==> config.mk <==
export PLATFORM = sky130hd
export DESIGN_NAME = glyph_metadata_lru_cache_flat
export DESIGN_NICKNAME = d
export VERILOG_FILES = /design/src/glm_pkg.sv /design/src/glm_if.sv /design/src/glm_ctrl.sv /design/src/glm_datapath.sv /design/src/glyph_metadata_lru_cache.sv /design/src/flat_wrapper.sv
export SDC_FILE = /design/constraint.sdc
export NUM_CORES = 2
export LEC_CHECK = 0
export BUFFER_PORTS_ARGS = -buffer_cell sky130_fd_sc_hd__buf_2
export CAP_MARGIN = 20
export CORE_ASPECT_RATIO = 2
export CORE_UTILIZATION = 43
export CTS_BUF_LIST = sky130_fd_sc_hd__clkbuf_8
export DETAILED_ROUTE_END_ITERATION = 16
export GPL_TIMING_DRIVEN = 0
export PLACE_DENSITY = 0.64
export SYNTH_ARGS = -nofsm -noshare
export SYNTH_HDL_FRONTEND = slang
export SYNTH_SLANG_ARGS = --single-unit
==> constraint.sdc <==
create_clock -name clk -period 11.95 [get_ports clk]
set_clock_uncertainty 0.05 [all_clocks]
set_input_delay 2.39 -clock clk [delete_from_list [all_inputs] [get_ports clk]]
set_output_delay 2.39 -clock clk [all_outputs]
set_load 0.1 [all_outputs]
==> src/glm_pkg.sv <==
`timescale 1ns / 1ps
`default_nettype none
// ----------------------------------------------------------------------------
// glm_pkg: shared types and constants of the glyph metadata cache
// op codes, controller states, command and status bundles, record layout
// ----------------------------------------------------------------------------
package glm_pkg;

  localparam int SLOTS_DEFAULT = 16;

  localparam logic [1:0] OP_LOOKUP = 2'd0;
  localparam logic [1:0] OP_INSERT = 2'd1;
  localparam logic [1:0] OP_CLEAR  = 2'd2;

  localparam logic [31:0] STAMP_MAX = 32'hFFFF_FFFF;

  typedef enum logic [2:0] {
    S_IDLE,
    S_COMPARE,
    S_DECIDE,
    S_SCAN,
    S_EVICT,
    S_DONE
  } glm_state_t;

  // one cached glyph record
  typedef struct packed {
    logic        [7:0]  width;
    logic        [7:0]  height;
    logic        [7:0]  advance;
    logic signed [15:0] left;
    logic signed [15:0] top;
    logic        [15:0] data_length;
    logic        [31:0] data_offset;
  } glm_record_t;

  // one request transaction
  typedef struct packed {
    logic [1:0]  op;
    logic [20:0] codepoint;
    glm_record_t rec;
  } glm_item_t;

  // controller to datapath
  typedef struct packed {
    logic capture;
    logic compare;
    logic touch;
    logic write;
    logic use_victim;
    logic scan_start;
    logic scan_step;
    logic clear;
    logic respond;
  } glm_cmd_t;

  // datapath to controller
  typedef struct packed {
    logic is_lookup;
    logic is_insert;
    logic is_clear;
    logic any_match;
    logic any_free;
    logic scan_done;
    logic out_free;
  } glm_status_t;

endpackage
`default_nettype wire

==> src/glm_if.sv <==
`timescale 1ns / 1ps
`default_nettype none
// ----------------------------------------------------------------------------
// glm_if: request and response channels of the glyph metadata cache
// valid/ready handshake, payload carried beside the handshake
// ----------------------------------------------------------------------------
interface glm_req_if;
  logic               valid;
  logic               ready;
  logic        [1:0]  op;
  logic        [20:0] codepoint;
  logic        [7:0]  new_width;
  logic        [7:0]  new_height;
  logic        [7:0]  new_advance;
  logic signed [15:0] new_left;
  logic signed [15:0] new_top;
  logic        [15:0] new_data_length;
  logic        [31:0] new_data_offset;

  modport source (
    output valid, op, codepoint, new_width, new_height, new_advance,
           new_left, new_top, new_data_length, new_data_offset,
    input  ready
  );
  modport sink (
    input  valid, op, codepoint, new_width, new_height, new_advance,
           new_left, new_top, new_data_length, new_data_offset,
    output ready
  );
endinterface

interface glm_rsp_if;
  logic               valid;
  logic               ready;
  logic               hit;
  logic        [7:0]  glyph_width;
  logic        [7:0]  glyph_height;
  logic        [7:0]  glyph_advance;
  logic signed [15:0] glyph_left;
  logic signed [15:0] glyph_top;
  logic        [15:0] glyph_data_length;
  logic        [31:0] glyph_data_offset;

  modport source (
    output valid, hit, glyph_width, glyph_height, glyph_advance,
           glyph_left, glyph_top, glyph_data_length, glyph_data_offset,
    input  ready
  );
  modport sink (
    input  valid, hit, glyph_width, glyph_height, glyph_advance,
           glyph_left, glyph_top, glyph_data_length, glyph_data_offset,
    output ready
  );
endinterface
`default_nettype wire

==> src/glm_ctrl.sv <==
`timescale 1ns / 1ps
`default_nettype none
// ----------------------------------------------------------------------------
// glm_ctrl: sequencing of one cache transaction
// compare, decide, optional victim scan, then hand the result to the output
// ----------------------------------------------------------------------------
module glm_ctrl
  import glm_pkg::*;
(
  input  wire logic        clk,
  input  wire logic        rst,
  input  wire logic        req_valid,
  output logic             req_ready,
  input  wire glm_status_t status,
  output glm_cmd_t         cmd
);

  glm_state_t state, state_next;

  always_ff @(posedge clk) begin
    if (rst) begin
      state <= S_IDLE;
    end else begin
      state <= state_next;
    end
  end

  always_comb begin
    state_next = state;
    unique case (state)
      S_IDLE: begin
        if (req_valid) state_next = S_COMPARE;
      end
      S_COMPARE: state_next = S_DECIDE;
      S_DECIDE: begin
        if (status.is_insert && !status.any_free) state_next = S_SCAN;
        else state_next = S_DONE;
      end
      S_SCAN: begin
        if (status.scan_done) state_next = S_EVICT;
      end
      S_EVICT: state_next = S_DONE;
      S_DONE: begin
        if (status.out_free) state_next = S_IDLE;
      end
      default: state_next = S_IDLE;
    endcase
  end

  always_comb begin
    cmd       = '0;
    req_ready = 1'b0;
    unique case (state)
      S_IDLE: begin
        req_ready   = 1'b1;
        cmd.capture = req_valid;
      end
      S_COMPARE: cmd.compare = 1'b1;
      S_DECIDE: begin
        cmd.touch      = status.is_lookup && status.any_match;
        cmd.write      = status.is_insert && status.any_free;
        cmd.scan_start = status.is_insert && !status.any_free;
        cmd.clear      = status.is_clear;
      end
      S_SCAN: cmd.scan_step = !status.scan_done;
      S_EVICT: begin
        cmd.write      = 1'b1;
        cmd.use_victim = 1'b1;
      end
      S_DONE: cmd.respond = status.out_free;
      default: cmd = '0;
    endcase
  end

endmodule
`default_nettype wire

==> src/glm_datapath.sv <==
`timescale 1ns / 1ps
`default_nettype none
// ----------------------------------------------------------------------------
// glm_datapath: tag store, record and stamp memories, victim scan, output
// register of the glyph metadata cache
// ----------------------------------------------------------------------------
module glm_datapath
  import glm_pkg::*;
#(
  parameter int SLOTS = SLOTS_DEFAULT
) (
  input  wire logic        clk,
  input  wire logic        rst,
  input  wire glm_cmd_t    cmd,
  output glm_status_t      status,
  input  wire glm_item_t   item,
  output logic             rsp_valid,
  input  wire logic        rsp_ready,
  output logic             rsp_hit,
  output glm_record_t      rsp_rec
);

  localparam int IDXW = (SLOTS > 1) ? $clog2(SLOTS) : 1;
  localparam int CNTW = $clog2(SLOTS + 1);
  localparam logic [CNTW-1:0] CNT_END = CNTW'(SLOTS);

  // captured transaction
  logic [1:0]  op_q;
  logic [20:0] cp_q;
  glm_record_t rec_q;

  // slot state
  logic [SLOTS-1:0] valid_q;
  logic [20:0]      tag_q [SLOTS];
  logic [31:0]      gen;
  glm_record_t      rec_mem   [SLOTS];
  logic [31:0]      stamp_mem [SLOTS];
  glm_record_t      rec_rd;
  logic [31:0]      stamp_rd;

  logic [SLOTS-1:0] match_q;
  logic [SLOTS-1:0] free_q;
  logic [IDXW-1:0]  match_idx;
  logic [IDXW-1:0]  free_idx;
  logic [IDXW-1:0]  wr_idx;
  logic             res_hit;

  // victim scan
  logic [CNTW-1:0]  rd_cnt;
  logic             issue;
  logic             cmp_vld;
  logic [IDXW-1:0]  cmp_idx;
  logic [31:0]      best_stamp;
  logic [IDXW-1:0]  best_idx;

  always_ff @(posedge clk) begin
    if (cmd.capture) begin
      op_q  <= item.op;
      cp_q  <= item.codepoint;
      rec_q <= item.rec;
    end
  end

  always_ff @(posedge clk) begin
    if (cmd.compare) begin
      for (int i = 0; i < SLOTS; i++) begin
        match_q[i] <= valid_q[i] && (tag_q[i] == cp_q);
      end
      free_q <= ~valid_q;
    end
  end

  // lowest index wins
  always_comb begin
    match_idx = '0;
    free_idx  = '0;
    for (int i = SLOTS - 1; i >= 0; i--) begin
      if (match_q[i]) match_idx = IDXW'(i);
      if (free_q[i]) free_idx = IDXW'(i);
    end
  end

  always_comb begin
    if (cmd.touch) wr_idx = match_idx;
    else if (cmd.use_victim) wr_idx = best_idx;
    else wr_idx = free_idx;
  end

  always_ff @(posedge clk) begin
    if (rst) begin
      valid_q <= '0;
    end else if (cmd.clear) begin
      valid_q <= '0;
    end else if (cmd.write) begin
      valid_q[wr_idx] <= 1'b1;
    end
  end

  always_ff @(posedge clk) begin
    if (cmd.write) tag_q[wr_idx] <= cp_q;
  end

  always_ff @(posedge clk) begin
    if (rst) begin
      gen <= '0;
    end else if (cmd.clear) begin
      gen <= '0;
    end else if (cmd.touch || cmd.write) begin
      gen <= gen + 32'd1;
    end
  end

  // record memory
  always_ff @(posedge clk) begin
    if (cmd.write) rec_mem[wr_idx] <= rec_q;
    if (cmd.touch) rec_rd <= rec_mem[wr_idx];
  end

  // stamp memory
  assign issue = cmd.scan_step && (rd_cnt < CNT_END);

  always_ff @(posedge clk) begin
    if (cmd.touch || cmd.write) stamp_mem[wr_idx] <= gen + 32'd1;
    if (issue) stamp_rd <= stamp_mem[rd_cnt[IDXW-1:0]];
  end

  always_ff @(posedge clk) begin
    if (rst) begin
      rd_cnt  <= '0;
      cmp_vld <= 1'b0;
    end else if (cmd.scan_start) begin
      rd_cnt  <= '0;
      cmp_vld <= 1'b0;
    end else begin
      if (issue) rd_cnt <= rd_cnt + CNTW'(1);
      cmp_vld <= issue;
    end
  end

  always_ff @(posedge clk) begin
    if (issue) cmp_idx <= rd_cnt[IDXW-1:0];
    if (cmd.scan_start) begin
      best_stamp <= STAMP_MAX;
      best_idx   <= '0;
    end else if (cmp_vld && (stamp_rd < best_stamp)) begin
      best_stamp <= stamp_rd;
      best_idx   <= cmp_idx;
    end
  end

  always_ff @(posedge clk) begin
    if (rst) begin
      res_hit <= 1'b0;
    end else if (cmd.capture) begin
      res_hit <= 1'b0;
    end else if (cmd.touch) begin
      res_hit <= 1'b1;
    end
  end

  // output register
  always_ff @(posedge clk) begin
    if (rst) begin
      rsp_valid <= 1'b0;
    end else if (cmd.respond) begin
      rsp_valid <= 1'b1;
    end else if (rsp_ready) begin
      rsp_valid <= 1'b0;
    end
  end

  always_ff @(posedge clk) begin
    if (cmd.respond) begin
      rsp_hit <= res_hit;
      rsp_rec <= res_hit ? rec_rd : '0;
    end
  end

  always_comb begin
    status           = '0;
    status.any_match = |match_q;
    status.any_free  = |free_q;
    status.scan_done = (rd_cnt == CNT_END) && !cmp_vld;
    status.out_free  = !rsp_valid || rsp_ready;
    unique case (op_q)
      OP_LOOKUP: status.is_lookup = 1'b1;
      OP_INSERT: status.is_insert = 1'b1;
      OP_CLEAR:  status.is_clear  = 1'b1;
      default:   status.is_lookup = 1'b0;
    endcase
  end

  a_clear_empties: assert property (@(posedge clk) disable iff (rst)
    cmd.clear |=> valid_q == '0)
    else $error("slots still valid after clear");

  a_victim_only_when_full: assert property (@(posedge clk) disable iff (rst)
    (cmd.write && cmd.use_victim) |-> (&valid_q))
    else $error("eviction while a slot was free");

  a_free_slot_is_free: assert property (@(posedge clk) disable iff (rst)
    (cmd.write && !cmd.use_victim) |-> !valid_q[free_idx])
    else $error("insert overwrote a valid slot");

  a_gen_step: assert property (@(posedge clk) disable iff (rst)
    (!$past(rst) && $past(cmd.touch || cmd.write) && !$past(cmd.clear))
      |-> gen == $past(gen) + 32'd1)
    else $error("generation did not advance by one");

  a_respond_room: assert property (@(posedge clk) disable iff (rst)
    cmd.respond |-> (!rsp_valid || rsp_ready))
    else $error("response overwrote a pending result");

endmodule
`default_nettype wire

==> src/glyph_metadata_lru_cache.sv <==
`timescale 1ns / 1ps
`default_nettype none
// ----------------------------------------------------------------------------
// glyph_metadata_lru_cache: fully associative LRU cache of glyph records
// keyed by codepoint, one result transaction for every request transaction
// ----------------------------------------------------------------------------
// Each request is handled on its own and answers with exactly one result.
// A lookup, a clear, an unused op and an insert into a cache with a free
// slot go from acceptance to the result register through capture,
// parallel tag compare, priority select with the record/stamp memory
// access and result load; the next request is taken the cycle after the
// result is loaded, while that result may still wait at the output. An
// insert into a full cache adds a victim search: the least recently used
// slot is found by walking the stamp memory one entry per cycle through its
// single registered read port, then the last stamp read is compared, the
// walk is seen finished and the victim is written. No clearing pass is
// needed after reset or clear; valid bits live in flip-flops.
module glyph_metadata_lru_cache
  import glm_pkg::*;
#(
  parameter int SLOTS = SLOTS_DEFAULT
) (
  input wire logic clk,
  input wire logic rst,
  glm_req_if.sink  req,
  glm_rsp_if.source rsp
);

  glm_cmd_t    cmd;
  glm_status_t status;
  glm_item_t   item;
  glm_record_t rsp_rec;
  logic        rsp_hit;
  logic        rsp_valid;

  // gather the request payload into one bundle
  assign item.op              = req.op;
  assign item.codepoint       = req.codepoint;
  assign item.rec.width       = req.new_width;
  assign item.rec.height      = req.new_height;
  assign item.rec.advance     = req.new_advance;
  assign item.rec.left        = req.new_left;
  assign item.rec.top         = req.new_top;
  assign item.rec.data_length = req.new_data_length;
  assign item.rec.data_offset = req.new_data_offset;

  // sequencer: one transaction at a time
  glm_ctrl u_ctrl (
    .clk       (clk),
    .rst       (rst),
    .req_valid (req.valid),
    .req_ready (req.ready),
    .status    (status),
    .cmd       (cmd)
  );

  // storage, compare, victim scan and the output register
  glm_datapath #(
    .SLOTS (SLOTS)
  ) u_datapath (
    .clk       (clk),
    .rst       (rst),
    .cmd       (cmd),
    .status    (status),
    .item      (item),
    .rsp_valid (rsp_valid),
    .rsp_ready (rsp.ready),
    .rsp_hit   (rsp_hit),
    .rsp_rec   (rsp_rec)
  );

  // result fields are zero unless a lookup hit
  assign rsp.valid             = rsp_valid;
  assign rsp.hit               = rsp_hit;
  assign rsp.glyph_width       = rsp_rec.width;
  assign rsp.glyph_height      = rsp_rec.height;
  assign rsp.glyph_advance     = rsp_rec.advance;
  assign rsp.glyph_left        = rsp_rec.left;
  assign rsp.glyph_top         = rsp_rec.top;
  assign rsp.glyph_data_length = rsp_rec.data_length;
  assign rsp.glyph_data_offset = rsp_rec.data_offset;

endmodule
`default_nettype wire
==> src/flat_wrapper.sv <==
// flat-port wrapper written by rule: the top's interface ports become plain ports
module glyph_metadata_lru_cache_flat import glm_pkg::*;
#(
  parameter int SLOTS = SLOTS_DEFAULT
)
  (clk, rst, req_valid, req_op, req_codepoint, req_new_width, req_new_height, req_new_advance, req_new_left, req_new_top, req_new_data_length, req_new_data_offset, req_ready, rsp_valid, rsp_hit, rsp_glyph_width, rsp_glyph_height, rsp_glyph_advance, rsp_glyph_left, rsp_glyph_top, rsp_glyph_data_length, rsp_glyph_data_offset, rsp_ready);
  glm_req_if req_i ();
  glm_rsp_if rsp_i ();
  input wire logic clk;
  input wire logic rst;
  input wire logic [$bits(req_i.valid)-1:0] req_valid;
  input wire logic [$bits(req_i.op)-1:0] req_op;
  input wire logic [$bits(req_i.codepoint)-1:0] req_codepoint;
  input wire logic [$bits(req_i.new_width)-1:0] req_new_width;
  input wire logic [$bits(req_i.new_height)-1:0] req_new_height;
  input wire logic [$bits(req_i.new_advance)-1:0] req_new_advance;
  input wire logic [$bits(req_i.new_left)-1:0] req_new_left;
  input wire logic [$bits(req_i.new_top)-1:0] req_new_top;
  input wire logic [$bits(req_i.new_data_length)-1:0] req_new_data_length;
  input wire logic [$bits(req_i.new_data_offset)-1:0] req_new_data_offset;
  output wire logic [$bits(req_i.ready)-1:0] req_ready;
  output wire logic [$bits(rsp_i.valid)-1:0] rsp_valid;
  output wire logic [$bits(rsp_i.hit)-1:0] rsp_hit;
  output wire logic [$bits(rsp_i.glyph_width)-1:0] rsp_glyph_width;
  output wire logic [$bits(rsp_i.glyph_height)-1:0] rsp_glyph_height;
  output wire logic [$bits(rsp_i.glyph_advance)-1:0] rsp_glyph_advance;
  output wire logic [$bits(rsp_i.glyph_left)-1:0] rsp_glyph_left;
  output wire logic [$bits(rsp_i.glyph_top)-1:0] rsp_glyph_top;
  output wire logic [$bits(rsp_i.glyph_data_length)-1:0] rsp_glyph_data_length;
  output wire logic [$bits(rsp_i.glyph_data_offset)-1:0] rsp_glyph_data_offset;
  input wire logic [$bits(rsp_i.ready)-1:0] rsp_ready;
  assign req_i.valid = req_valid;
  assign req_i.op = req_op;
  assign req_i.codepoint = req_codepoint;
  assign req_i.new_width = req_new_width;
  assign req_i.new_height = req_new_height;
  assign req_i.new_advance = req_new_advance;
  assign req_i.new_left = req_new_left;
  assign req_i.new_top = req_new_top;
  assign req_i.new_data_length = req_new_data_length;
  assign req_i.new_data_offset = req_new_data_offset;
  assign req_ready = req_i.ready;
  assign rsp_valid = rsp_i.valid;
  assign rsp_hit = rsp_i.hit;
  assign rsp_glyph_width = rsp_i.glyph_width;
  assign rsp_glyph_height = rsp_i.glyph_height;
  assign rsp_glyph_advance = rsp_i.glyph_advance;
  assign rsp_glyph_left = rsp_i.glyph_left;
  assign rsp_glyph_top = rsp_i.glyph_top;
  assign rsp_glyph_data_length = rsp_i.glyph_data_length;
  assign rsp_glyph_data_offset = rsp_i.glyph_data_offset;
  assign rsp_i.ready = rsp_ready;
  glyph_metadata_lru_cache #(.SLOTS(SLOTS)) u_core (.clk(clk), .rst(rst), .req(req_i), .rsp(rsp_i));
endmodule
==> impl_metrics.env <==
export IMPL_hold_violations=0
export IMPL_antenna_found_initial=27
export IMPL_regArea_um2=89500
export IMPL_cts_resized=0
export IMPL_setup_tns_ns=0
export IMPL_io_pins=238
export IMPL_vias_per_cell=5.80
export IMPL_grt_max_degree=57
export IMPL_dp_slack_ns=5.26
export IMPL_cp_arrival_ns=7.65
export IMPL_cts_root_buf="clkbuf_8"
export IMPL_async_reset_ff_share_pct=0
export IMPL_outcome="completed"
export IMPL_numCtsBuffers=414
export IMPL_postCtsSetupBuffers=0
export IMPL_rows=266
export IMPL_power_density_nw_per_um2=166
export IMPL_post_route_period_util_pct=58.7
export IMPL_die_y_um=729
export IMPL_drive_above_1_share_pct=15.7
export IMPL_slew_viol_final=0
export IMPL_grt_pass1_vias=66500
export IMPL_critPathSlowestCell="nor2_4"
export IMPL_setup_violations=0
export IMPL_hold_end="u_core.u_datapath.cmp_idx[2]$_DFFE_PP_"
export IMPL_place_gp_congestion=0.879
export IMPL_power_share_clock_pct=34.7
export IMPL_internal_power_uw=16100
export IMPL_worst_path_max_fanout=52
export IMPL_end_kind="flop"
export IMPL_dr_first_iter_drc_count=6792
export IMPL_core_um2=263000
export IMPL_hold_depth=0
export IMPL_yosys_area_top_type="edfxtp_1"
export IMPL_path_class="flop to flop"
export IMPL_max_stage_delay_ns=0.83
export IMPL_syn_avg_cell_area_um2=17.1
export IMPL_switching_share_pct=25.4
export IMPL_total_power_uw=21600
export IMPL_synth_seq_cells=3011
export IMPL_timing_rr_end="u_core.u_datapath.rec_mem[9][61]$_DFFE_PP_"
export IMPL_synth_area_top_cells="edfxtp_1 (77%), mux4_2 (3.2%), nand2_1 (2.5%)"
export IMPL_wl_per_cell_um=30.2
export IMPL_seqPwrFrac_pct=56.9
export IMPL_synthCells=6635
export IMPL_worstMarginPinSlew_ns=1.22
export IMPL_grt_pass1_wl_um=474000
export IMPL_rrSetupSlack_ns=4.93
export IMPL_hold_start="u_core.u_datapath.rd_cnt[2]$_SDFFE_PP0P_"
export IMPL_hold_path_class="flop to flop"
export IMPL_maxCapViolCount=0
export IMPL_routed_wl_um=341000
export IMPL_drtPass1Iterations=8
export IMPL_reg2reg_depth=13
export IMPL_grt_overflow=0
export IMPL_ir_worst_vdd_v=0.000105
export IMPL_ys_types=65
export IMPL_htreeDepth=5
export IMPL_grt_usage_pct=25.2
export IMPL_critPathBufInv=6
export IMPL_r2r_start="u_core.u_ctrl.state[2]$_SDFFE_PP0P_"
export IMPL_vias=65500
export IMPL_cp_startpoint="u_core.u_ctrl.state[2]$_SDFFE_PP0P_"
export IMPL_multiInputGateArea_um2=22700
export IMPL_io_buffer_count=237
export IMPL_max_slew_margin_pct=18.8
export IMPL_die_w_um=366
export IMPL_setup_slack_ns=4.93
export IMPL_synth_edf_count=2916
export IMPL_dp_hpwl_um=236000
export IMPL_clkTransAtPathRegs_ns=0.07
export IMPL_worst_skew_pair_late_latency_ns=1.06
export IMPL_power_leakage_uw=0.0424
export IMPL_critical_path_required_ns=12.58
export IMPL_yosysSeqAreaShare_pct=78.7
export IMPL_initial_utilization_pct=43.3
export IMPL_crit_family="simple AND/OR/NAND/NOR gates"
export IMPL_nets=7655
export IMPL_dieArea_um2=267000
export IMPL_drt_antenna_violating_nets=0
export IMPL_clockBufferDepth=4
export IMPL_syn_cell_area_um2=114000
export IMPL_fin_crit_ns=7.02
export IMPL_cp_cell_sequence="nor4b_2, nor2b_1, buf_2, nand2_1, inv_6, o211ai_1, nand2_1, clkbuf_1, nand2_1, nor2_4, buf_12, buf_12, buf_12"
export IMPL_power_switching_uw=5490
export IMPL_fillers=21600
export IMPL_clock_sinks=3011
export IMPL_cp_start_kind="flop"
export IMPL_yosysTopAreaCellShare_pct=77.0
export IMPL_ys_warn_count=0
export IMPL_cts_tree="yes"
export IMPL_syn_to_final_growth_pct=14.7
export IMPL_drc=0
export IMPL_cts_hold_buf=0
export IMPL_syn_nets=6800
export IMPL_ys_flop_type="edfxtp_1"
export IMPL_rsz0062_at_grt="no"
export IMPL_power_frac_comb_pct=8.4
export IMPL_fmax_mhz=143
[metal layers]
metal,GRT usage [%],wire (µm)
met1,27.3,113000
met2,44.7,177000
met3,4.46,25000
met4,17.0,25900
met5,0,91
[synthesized netlist by cell type, types with 2 or more instances]
master	number
a22o_1	2
a221oi_1	208
mux4_2	160
dfxtp_1	95
nor2b_1	10
o211ai_1	3
edfxtp_1	2916
buf_2	57
nand4_1	44
nand4_2	2
or3_1	12
o221ai_1	150
buf_4	3
and3_1	5
o2bb2ai_1	58
and2_1	108
a211oi_1	3
o22ai_1	58
ha_1	34
xor2_1	299
nand2_1	768
inv_1	60
a21oi_1	448
nand2b_1	5
clkbuf_1	298
buf_1	51
and4_1	2
nor4_1	88
nand3_1	86
a21o_1	12
a2111oi_0	4
a221o_1	151
o21ai_0	60
mux2i_1	59
nor3b_1	3
o21ai_1	4
nor4_2	2
nand3b_1	2
or2_2	2
nor2_2	2
xnor2_1	90
o21a_1	10
nor3_1	21
nor2_1	159
[worst max-delay path by stage]
| stage | cells past startpoint | to | slack (ns) |
|---|---|---|---|
| floorplan | 10 | u_core.u_datapath.rec_mem[13][0]$_DFFE_PP_ | 1.75 |
| global placement | 10 | u_core.u_datapath.rec_mem[9][63]$_DFFE_PP_ | -9.21 |
| detailed placement | 13 | u_core.u_datapath.rec_mem[9][68]$_DFFE_PP_ | 5.26 |
| CTS | 13 | u_core.u_datapath.rec_mem[9][61]$_DFFE_PP_ | 5.14 |
| global route | 13 | u_core.u_datapath.rec_mem[9][61]$_DFFE_PP_ | 4.87 |
| finish | 13 | u_core.u_datapath.rec_mem[9][61]$_DFFE_PP_ | 4.93 |
[worst reg2reg max path, cell delays in order, from the launching register on]
cell,delay [ns]
dfxtp_1,0.40
nor4b_2,0.39
nor2b_1,0.52
buf_2,0.33
nand2_1,0.45
inv_6,0.73
o211ai_1,0.42
nand2_1,0.49
clkbuf_1,0.72
nand2_1,0.47
nor2_4,0.83
buf_12,0.30
buf_12,0.26
buf_12,0.26
[power groups by stage]
stage	Clock [µW]	Sequential (µW)	Combinational [µW]
floorplan	0	12400	1010
global placement	0	12600	1710
detailed placement	0	12500	1810
CTS	7610	12300	1820
global route	7990	12300	1930
finish	7490	12300	1830
[flip-flops by register name (all words and copies together), names as in the netlist, 2 cells and up]
name                          count
u_core.u_datapath.valid_q        16
u_core.u_datapath.stamp_mem     512
u_core.u_datapath.rec_rd        104
u_core.u_datapath.rec_mem      1664
u_core.u_datapath.rec_q         104
u_core.u_datapath.rsp_rec       104
u_core.u_datapath.tag_q         336
u_core.u_datapath.free_q         16
u_core.u_ctrl.state               3
u_core.u_datapath.cmp_idx         4
u_core.u_datapath.rd_cnt          5
u_core.u_datapath.best_idx        4
u_core.u_datapath.stamp_rd       32
u_core.u_datapath.best_stamp     32
u_core.u_datapath.cp_q           21
u_core.u_datapath.match_q        16
u_core.u_datapath.op_q            2
u_core.u_datapath.gen            32
[cells by family (layout without fill, tap and decap cells)]
group | Yosys count | count (layout) | synth area share, %
flip-flops | 3011 | 3011 | 78.7
AND/OR/NAND/NOR | 1330 | 1330 | 5.24
AO/OA/AOI/OAI | 1183 | 1183 | 7.43
buffers and inverters | 469 | 1655 | 1.62
XOR/XNOR | 389 | 389 | 3.00
multiplexers | 219 | 219 | 3.69
adder cells (fa/ha/maj) | 34 | 34 | 0.374
other | 0 | 4 | 0
[final cells by class]
| type | count | share of cell area, % |
|---|---|---|
| diodes | 4 | 0.00767 |
| clock inverters | 321 | 1.31 |
| multi-input cells | 3155 | 17.4 |
| inverters | 60 | 0.176 |
| flip-flops and latches | 3011 | 68.6 |
| well taps | 3484 | 3.34 |
| plain buffers | 409 | 1.24 |
| repair buffers | 439 | 3.47 |
| clock buffers | 426 | 4.49 |
[per-stage QoR]
stage / util, % / std cells / hold WS (ns) / area (µm²)
2_1_floorplan: - / 6635 / 0.356 / 114000
3_3_place_gp: 45.4 / 10400 / 0.358 / 119000
3_5_place_dp: 46.7 / 10500 / 0.361 / 123000
4_1_cts: 49.6 / 11300 / 0.379 / 130000
5_1_grt: 49.7 / 11300 / 0.388 / 130000
6_report: 49.7 / 11300 / 0.383 / 130000
[placed cells by master (no fill, tap or decap), types with 86 or more instances in the layout]
cell | Yosys | final
edfxtp_1 | 2916 | 2916
inv_1 | 60 | 190
clkbuf_8 | 0 | 426
a221oi_1 | 208 | 208
clkbuf_1 | 298 | 294
a21oi_1 | 448 | 448
nand3_1 | 86 | 86
clkinv_1 | 0 | 109
dfxtp_1 | 95 | 95
nand2_1 | 768 | 768
nor2_1 | 159 | 138
and2_1 | 108 | 107
mux4_2 | 160 | 160
a221o_1 | 151 | 151
xor2_1 | 299 | 299
buf_2 | 57 | 300
nor4_1 | 88 | 86
o221ai_1 | 150 | 150
xnor2_1 | 90 | 90
(Power assumes the default switching activity.)
